<file path="config.mk">
export PLATFORM = sky130hd
export DESIGN_NAME = feedback_frame_parser_flat
export DESIGN_NICKNAME = d
export VERILOG_FILES = /design/src/rtl/ffp_pkg.sv /design/src/rtl/ffp_req_if.sv /design/src/rtl/ffp_rsp_if.sv /design/src/rtl/feedback_frame_parser.sv /design/src/flat_wrapper.sv
export SDC_FILE = /design/constraint.sdc
export NUM_CORES = 1
export LEC_CHECK = 0
export BUFFER_PORTS_ARGS = -buffer_cell sky130_fd_sc_hd__buf_2
export CORE_ASPECT_RATIO = 1.1
export CORE_MARGIN = 2
export CORE_UTILIZATION = 49
export DETAILED_ROUTE_END_ITERATION = 16
export GPL_ROUTABILITY_DRIVEN = 0
export HOLD_SLACK_MARGIN = 0.03
export PLACE_DENSITY = 0.82
export SETUP_SLACK_MARGIN = 0.05
export SKIP_LAST_GASP = 1
export SYNTH_ARGS = -nofsm -noshare
export SYNTH_HDL_FRONTEND = slang
export SYNTH_SLANG_ARGS = --single-unit
</file>
<file path="constraint.sdc">
create_clock -name clock -period 2.2 [get_ports clock]
set_input_delay 0.11 -clock clock [delete_from_list [all_inputs] [get_ports clock]]
set_output_delay 0.11 -clock clock [all_outputs]
set_load 0.01 [all_outputs]
</file>
<file path="src/rtl/ffp_pkg.sv">
`timescale 1ns / 1ps
// ---------------------------------------------------------------------------
// Feedback frame parser package
// Shared constants, status codes and the record phase type.
// ---------------------------------------------------------------------------
package ffp_pkg;

   // Record headers. An arm header is HDR_BASE minus the arm number.
   localparam logic [7:0] HDR_HEIGHT = 8'hEE;
   localparam logic [7:0] HDR_BASE   = 8'hFF;
   localparam logic [7:0] ARM_MIN    = 8'h01;
   localparam logic [7:0] ARM_MAX    = 8'h05;

   // Reset value of the position limit register.
   localparam logic [15:0] LIMIT_RESET = 16'd1000;

   // Result status codes.
   typedef enum logic [2:0] {
      ST_HEIGHT   = 3'd0,
      ST_ARM_SET  = 3'd1,
      ST_REJECT   = 3'd2,
      ST_UNDEF    = 3'd3,
      ST_MISMATCH = 3'd4
   } status_type;

   // Position of the next byte within a four-byte record.
   typedef enum logic [1:0] {
      PH_HDR1 = 2'd0,
      PH_HDR2 = 2'd1,
      PH_LOW  = 2'd2,
      PH_HIGH = 2'd3
   } phase_type;

endpackage

</file>
<file path="src/rtl/ffp_req_if.sv">
`timescale 1ns / 1ps
// ---------------------------------------------------------------------------
// Feedback frame parser request channel
// Valid/ready channel that carries one received byte per beat.
// ---------------------------------------------------------------------------
interface ffp_req_if;
   logic       valid;
   logic       ready;
   logic [7:0] rx_byte;
   logic       batch_end;

   modport source (output valid, output rx_byte, output batch_end, input ready);
   modport sink   (input valid, input rx_byte, input batch_end, output ready);
endinterface

</file>
<file path="src/rtl/ffp_rsp_if.sv">
`timescale 1ns / 1ps
// ---------------------------------------------------------------------------
// Feedback frame parser response channel
// Valid/ready channel that carries one parse result per beat.
// ---------------------------------------------------------------------------
interface ffp_rsp_if;
   logic        valid;
   logic        ready;
   logic [2:0]  status;
   logic [2:0]  arm_number;
   logic [15:0] value;

   modport source (output valid, output status, output arm_number, output value,
                   input ready);
   modport sink   (input valid, input status, input arm_number, input value,
                   output ready);
endinterface

</file>
<file path="src/rtl/feedback_frame_parser.sv">
`timescale 1ns / 1ps
// ---------------------------------------------------------------------------
// Feedback frame parser
// Byte-serial decoder for four-byte height and arm position records.
// ---------------------------------------------------------------------------
// The parser takes one received byte per beat on req and reports at most one
// result per byte on rsp, in the cycle after the byte is accepted. A byte can
// be accepted in every cycle: the only limit is the single result register,
// which is refilled in the same cycle its beat leaves, so the block stalls
// only while a result waits on a low rsp.ready. A record is a doubled header
// byte followed by a little-endian 16-bit value; results come on the high
// value byte (height or arm position), or on the second header byte for an
// undefined header or a header mismatch. After a mismatch every byte up to
// and including the batch_end byte is discarded. Records cut off by batch_end
// give no result. The user must write the position limit through
// csr_write_enable / csr_write_data only while the block is idle (unchecked).
// ---------------------------------------------------------------------------
module feedback_frame_parser (
   input  logic           clock,
   input  logic           reset,
   ffp_req_if.sink        req,
   ffp_rsp_if.source      rsp,
   input  logic           csr_write_enable,
   input  logic [15:0]    csr_write_data
);

   // Parser state.
   ffp_pkg::phase_type phase_ff, phase_in;
   logic [7:0]         first_header_ff, first_header_in;
   logic [7:0]         low_byte_ff, low_byte_in;
   logic               dropping_ff, dropping_in;
   logic [15:0]        position_limit_ff;

   // Result register.
   logic                rsp_valid_ff;
   ffp_pkg::status_type rsp_status_ff;
   logic [2:0]          rsp_arm_ff;
   logic [15:0]         rsp_value_ff;

   // Decoded result for the current beat.
   logic                emit;
   ffp_pkg::status_type emit_status;
   logic [2:0]          emit_arm;
   logic [15:0]         emit_value;

   logic        accept;
   logic        is_last;
   logic [7:0]  rx;
   logic [15:0] record_value;
   logic [7:0]  arm_full;
   logic        hdr_known;

   // A new byte is taken whenever the result register is free or draining.
   assign req.ready = !rsp_valid_ff || rsp.ready;
   assign accept    = req.valid && req.ready;
   assign is_last   = req.batch_end;
   assign rx        = req.rx_byte;

   assign record_value = {rx, low_byte_ff};
   assign arm_full     = ffp_pkg::HDR_BASE - first_header_ff;
   assign hdr_known    = (rx == ffp_pkg::HDR_HEIGHT) ||
                         ((rx >= (ffp_pkg::HDR_BASE - ffp_pkg::ARM_MAX)) &&
                          (rx <= (ffp_pkg::HDR_BASE - ffp_pkg::ARM_MIN)));

   // Next state of the record parser.
   always_comb begin
      phase_in        = phase_ff;
      first_header_in = first_header_ff;
      low_byte_in     = low_byte_ff;
      dropping_in     = dropping_ff;
      if (accept) begin
         if (dropping_ff) begin
            if (is_last) begin
               dropping_in = 1'b0;
               phase_in    = ffp_pkg::PH_HDR1;
            end
         end else begin
            case (phase_ff)
               ffp_pkg::PH_HDR1: begin
                  first_header_in = rx;
                  phase_in = is_last ? ffp_pkg::PH_HDR1 : ffp_pkg::PH_HDR2;
               end
               ffp_pkg::PH_HDR2: begin
                  if (is_last) begin
                     phase_in = ffp_pkg::PH_HDR1;
                  end else if (rx != first_header_ff) begin
                     dropping_in = 1'b1;
                     phase_in    = ffp_pkg::PH_HDR1;
                  end else if (hdr_known) begin
                     phase_in = ffp_pkg::PH_LOW;
                  end else begin
                     phase_in = ffp_pkg::PH_HDR1;
                  end
               end
               ffp_pkg::PH_LOW: begin
                  low_byte_in = rx;
                  phase_in = is_last ? ffp_pkg::PH_HDR1 : ffp_pkg::PH_HIGH;
               end
               ffp_pkg::PH_HIGH: begin
                  phase_in = ffp_pkg::PH_HDR1;
               end
               default: begin
                  phase_in = ffp_pkg::PH_HDR1;
               end
            endcase
         end
      end
   end

   // Result produced by the current beat, if any.
   always_comb begin
      emit        = 1'b0;
      emit_status = ffp_pkg::ST_HEIGHT;
      emit_arm    = 3'd0;
      emit_value  = 16'd0;
      if (!dropping_ff) begin
         case (phase_ff)
            ffp_pkg::PH_HDR2: begin
               if (!is_last && (rx != first_header_ff)) begin
                  emit        = 1'b1;
                  emit_status = ffp_pkg::ST_MISMATCH;
               end else if (!is_last && !hdr_known) begin
                  emit        = 1'b1;
                  emit_status = ffp_pkg::ST_UNDEF;
               end
            end
            ffp_pkg::PH_HIGH: begin
               emit       = 1'b1;
               emit_value = record_value;
               if (first_header_ff == ffp_pkg::HDR_HEIGHT) begin
                  emit_status = ffp_pkg::ST_HEIGHT;
               end else begin
                  emit_arm    = arm_full[2:0];
                  emit_status = (record_value <= position_limit_ff) ?
                                ffp_pkg::ST_ARM_SET : ffp_pkg::ST_REJECT;
               end
            end
            default: begin
               emit = 1'b0;
            end
         endcase
      end
   end

   // Parser state and configuration registers.
   always_ff @(posedge clock) begin
      if (reset) begin
         phase_ff          <= ffp_pkg::PH_HDR1;
         first_header_ff   <= 8'd0;
         low_byte_ff       <= 8'd0;
         dropping_ff       <= 1'b0;
         position_limit_ff <= ffp_pkg::LIMIT_RESET;
      end else begin
         phase_ff        <= phase_in;
         first_header_ff <= first_header_in;
         low_byte_ff     <= low_byte_in;
         dropping_ff     <= dropping_in;
         if (csr_write_enable) begin
            position_limit_ff <= csr_write_data;
         end
      end
   end

   // Result register: loaded on a producing beat, cleared when taken.
   always_ff @(posedge clock) begin
      if (reset) begin
         rsp_valid_ff <= 1'b0;
      end else if (accept && emit) begin
         rsp_valid_ff <= 1'b1;
      end else if (rsp.ready) begin
         rsp_valid_ff <= 1'b0;
      end
   end

   always_ff @(posedge clock) begin
      if (accept && emit) begin
         rsp_status_ff <= emit_status;
         rsp_arm_ff    <= emit_arm;
         rsp_value_ff  <= emit_value;
      end
   end

   assign rsp.valid      = rsp_valid_ff;
   assign rsp.status     = rsp_status_ff;
   assign rsp.arm_number = rsp_arm_ff;
   assign rsp.value      = rsp_value_ff;

   // A result only appears after an accepted byte.
   a_result_needs_beat: assert property (@(posedge clock) disable iff (reset)
      $rose(rsp_valid_ff) |-> $past(accept))
      else $error("result appeared without an accepted byte");

   // A reported mismatch starts discarding the rest of the batch.
   a_mismatch_drops: assert property (@(posedge clock) disable iff (reset)
      (accept && emit && (emit_status == ffp_pkg::ST_MISMATCH)) |=> dropping_ff)
      else $error("mismatch did not start dropping");

   // Nothing is reported while the batch is being discarded.
   a_quiet_when_dropping: assert property (@(posedge clock) disable iff (reset)
      dropping_ff |-> !emit)
      else $error("result produced while dropping");

   // Arm results always carry an arm number in range.
   a_arm_range: assert property (@(posedge clock) disable iff (reset)
      (rsp_valid_ff && ((rsp_status_ff == ffp_pkg::ST_ARM_SET) ||
                        (rsp_status_ff == ffp_pkg::ST_REJECT)))
      |-> ((rsp_arm_ff >= 3'd1) && (rsp_arm_ff <= 3'd5)))
      else $error("arm number out of range");

endmodule

</file>
<file path="src/flat_wrapper.sv">
// flat-port wrapper written by rule: the top's interface ports become plain ports
module feedback_frame_parser_flat 
  (clock, reset, csr_write_enable, csr_write_data, req_valid, req_rx_byte, req_batch_end, req_ready, rsp_valid, rsp_status, rsp_arm_number, rsp_value, rsp_ready);
  ffp_req_if req_i ();
  ffp_rsp_if rsp_i ();
  input  logic clock;
  input  logic reset;
  input  logic csr_write_enable;
  input  logic [15:0] csr_write_data;
  input wire logic [$bits(req_i.valid)-1:0] req_valid;
  input wire logic [$bits(req_i.rx_byte)-1:0] req_rx_byte;
  input wire logic [$bits(req_i.batch_end)-1:0] req_batch_end;
  output wire logic [$bits(req_i.ready)-1:0] req_ready;
  output wire logic [$bits(rsp_i.valid)-1:0] rsp_valid;
  output wire logic [$bits(rsp_i.status)-1:0] rsp_status;
  output wire logic [$bits(rsp_i.arm_number)-1:0] rsp_arm_number;
  output wire logic [$bits(rsp_i.value)-1:0] rsp_value;
  input wire logic [$bits(rsp_i.ready)-1:0] rsp_ready;
  assign req_i.valid = req_valid;
  assign req_i.rx_byte = req_rx_byte;
  assign req_i.batch_end = req_batch_end;
  assign req_ready = req_i.ready;
  assign rsp_valid = rsp_i.valid;
  assign rsp_status = rsp_i.status;
  assign rsp_arm_number = rsp_i.arm_number;
  assign rsp_value = rsp_i.value;
  assign rsp_i.ready = rsp_ready;
  feedback_frame_parser u_core (.clock(clock), .reset(reset), .req(req_i), .rsp(rsp_i), .csr_write_enable(csr_write_enable), .csr_write_data(csr_write_data));
endmodule
</file>
==> reports/qor.csv <==
stage,metric,value,unit
clock_tree,cts.clk_slew.worst_paths,0.06,ns
clock_tree,cts_buffers,9,
synth,netlist_instances,260,
place,port_buffers,53,
hold_path,hp-class,primary input to flop,
place,place_area,0.00306,mm2
timing,maxSlewHeadroom,57.3,%
drt,drt-initial-drc-count,153,
worst_setup_path,crit_path_start_kind,flop,
timing,period_share,85.2,%
clock_tree,clock_sinks,58,
drt,drt_pre_antenna_iters,4,
layout,seqCellArea,0.00138,mm2
global_route,grt_use_total,21.5,%
clock_tree,cts_tree,yes,
timing,rsz0062_at_grt,false,
floorplan,rows,28,
floorplan,num_io_pins,54,
drt,vias,2154,
timing,worst_slew_pin_slew,0.638,ns
pwr,ir_drop,0.616,mV
floorplan,die_y,82.0,um
clock_tree,clk_path_buf_depth,2,
hold_path,hold_depth,2,
pwr,p_per_area,768,mW/mm2
global_route,grt_pass1_wl,9570,um
synth,yosys.area_share.simple,16.4,%
timing,final_hold_viol_count,0,
layout,fillers,437,
global_route,grt_pass1_vias,1986,
clock_tree,clk_latency,0.34,ns
drt,wl,6000,um
synth,syn_area,0.00271,mm2
synth,synth_adder_area_share,7.38,%
layout,num_antenna_cells,0,
layout,multi_input_area,0.00121,mm2
outcome,outcome,finished clean,
synth,synth_cell_types,38,
layout,layout_common_cells,"buf_2 (53), dfxtp_1 (36), nor2_1 (33)",
floorplan,core,0.00536,mm2
drt,via_per_inst,5.19,
synth,syn_area_per_cell,10.4,um2
layout,fin_area,0.00350,mm2
clock_tree,htreeDepth,3,
clock_tree,post_cts_buffers,0,
place,hpwl,4100,um
worst_setup_path,crit_fanout,18,
global_route,grt_max_degree,23,
timing,setup_viol,0,
synth,ys_seq_area_share,50.9,%
layout,final_common_cell,buf_2,
synth,synth_compound_area_share,8.08,%
timing,slew_violations,0,
floorplan,die_w,74.9,um
synth,synth_edf_count,22,
drt,drc,0,
worst_setup_path,path_class,flop to flop,
synth,synth_seq_cells,58,
floorplan,die-area,0.00614,mm2
worst_setup_path,cp.arrival,2.15,ns
drt,drtAntennaViolNets,0,
drt,routedWlPerCell,14.5,um
synth,synth_top_family_by_area,simple AND/OR/NAND/NOR gates,
floorplan,initial_core_util,50.6,%
run,maxCapViolations,0,
timing,fmaxAchievable,533,MHz
synth,muxShareOfSynthArea,9.97,%
timing,finalClockSkew,0.00573,ns
synth,synth_flop_cell,dfxtp_1,
worst_setup_path,worst_setup_path_end_kind,flop,
timing,fin_tns_setup,0,ns
layout,syn_to_final_growth,29.0,%
synth,async_reset_ff_share,0,%
timing,finalCriticalPeriod,1.87,ns
synth,yosys_warnings,0,
worst_setup_path,r2r_cells,5,
synth,synth_xor_area_share,2.58,%
synth,syn-num-nets,306,
timing,fin_hold_ws,0.0681,ns
layout,nets,381,
global_route,antenna_found_initial,0,
layout,final_layout_size_suffix_gt1_share,22.9,%
pwr,cellLeakagePower,1.61,nW
worst_setup_path,cp.required,2.47,ns
clock_tree,cts_root_buf,clkbuf_8,
global_route,overflow,0,
==> power breakdown <==
| group | internal (mW) | switching [mW] |
|---|---|---|
| Clock | 0.861 | 0.407 |
| Combinational | 0.119 | 0.135 |
| Sequential | 1.14 | 0.0195 |
| Total | 2.12 | 0.561 |
==> state kept, by name (all words and copies together) (netlist names), 2 cells and up <==
register,flops
u_core.phase_ff,2
u_core.rsp.value,16
u_core.rsp.status,3
u_core.low_byte_ff,8
u_core.first_header_ff,8
u_core.position_limit_ff,16
u_core.rsp.arm_number,3
==> synthesized netlist by cell type (2+ instances only) <==
cell	count	area share, %
a21oi_1	11	2.0
and3_1	13	3.0
buf_2	2	0.37
buf_4	2	0.55
clkbuf_1	7	0.97
dfxtp_1	36	27
edfxtp_1	22	24
ha_1	16	7.4
inv_1	19	2.6
mux2i_1	27	10
nand2_1	13	1.8
nand2b_1	2	0.46
nand3_1	2	0.37
nand4_1	5	1.2
nand4b_1	2	0.65
nor2_1	33	4.6
nor2b_1	3	0.69
nor3b_1	2	0.55
nor4_1	2	0.46
o211ai_1	8	2.2
o21ai_0	7	1.3
or4_1	3	0.83
xor2_1	8	2.6
==> through the flow <==
| stage | setup WS, ns | util [%] | power, mW | cells |
|---|---|---|---|---|
| floorplan | 0.353 | - | 1.33 | 260 |
| global placement | 0.227 | 57.2 | 1.40 | 382 |
| detailed placement | 0.155 | 57.2 | 1.41 | 382 |
| CTS | 0.145 | 65.1 | 2.70 | 415 |
| global route | 0.146 | 65.3 | 2.78 | 415 |
| finish | 0.325 | 65.3 | 2.69 | 415 |
==> routing by layer <==
metal | track usage, % | vias up | part of all wire (%)
li1 | - | 1077 | -
met1 | 27.7 | 988 | 44
met2 | 33.7 | 80 | 49
met3 | 5.64 | 9 | 5.4
met4 | 9.46 | 0 | 1.6
met5 | 0 | - | 0
==> critical path, cell delays in order, from the launching register on <==
cell and delay [ns]:
dfxtp_1 0.40, nor2b_1 0.20, buf_4 0.22, nor3b_1 0.36, or4b_1 0.48, a21oi_1 0.15
==> cells by family (layout without fill, tap and decap cells) <==
logic type                 Yosys count  count (layout)
AOI/OAI and AO/OA                   34              34
xor gates and xnor gates             8               8
adders and majority gates           16              16
buffers and inverters               31             111
DFF                                 58              58
muxes                               27              27
and+or+nand+nor                     86              86
==> path summary, 6_finish.rpt <==
| path | endpoint | slack, ns | from |
|---|---|---|---|
| worst max register to register | u_core.phase_ff[1]$_SDFFE_PP0P_ | 0.33 | u_core.phase_ff[0]$_SDFFE_PP0P_ |
| worst min-delay path | u_core.dropping_ff$_SDFFE_PP0P_ | 0.07 | req_batch_end |
| worst min register to register | u_core.position_limit_ff[8]$_SDFFE_PP1P_ | 0.49 | u_core.position_limit_ff[8]$_SDFFE_PP1P_ |
| worst max-delay path | u_core.phase_ff[1]$_SDFFE_PP0P_ | 0.33 | u_core.phase_ff[0]$_SDFFE_PP0P_ |
==> cell type report <==
type	count	share of cell area (%)
tap	75	2.68
timing repair buffer	76	13.7
multi-input combinational	171	34.7
clock buffer	10	3.65
sequential	58	39.5
clock inverter	6	3.68
inverter	19	2.04
==> timing repair <==
action	4_1_cts	5_1_grt
hold buffers	17	0
endpoints found under the setup margin	0	15
endpoints found under the hold margin	17	0
gates resized for setup	0	1
Note: power is estimated with default switching activity, not from simulation.
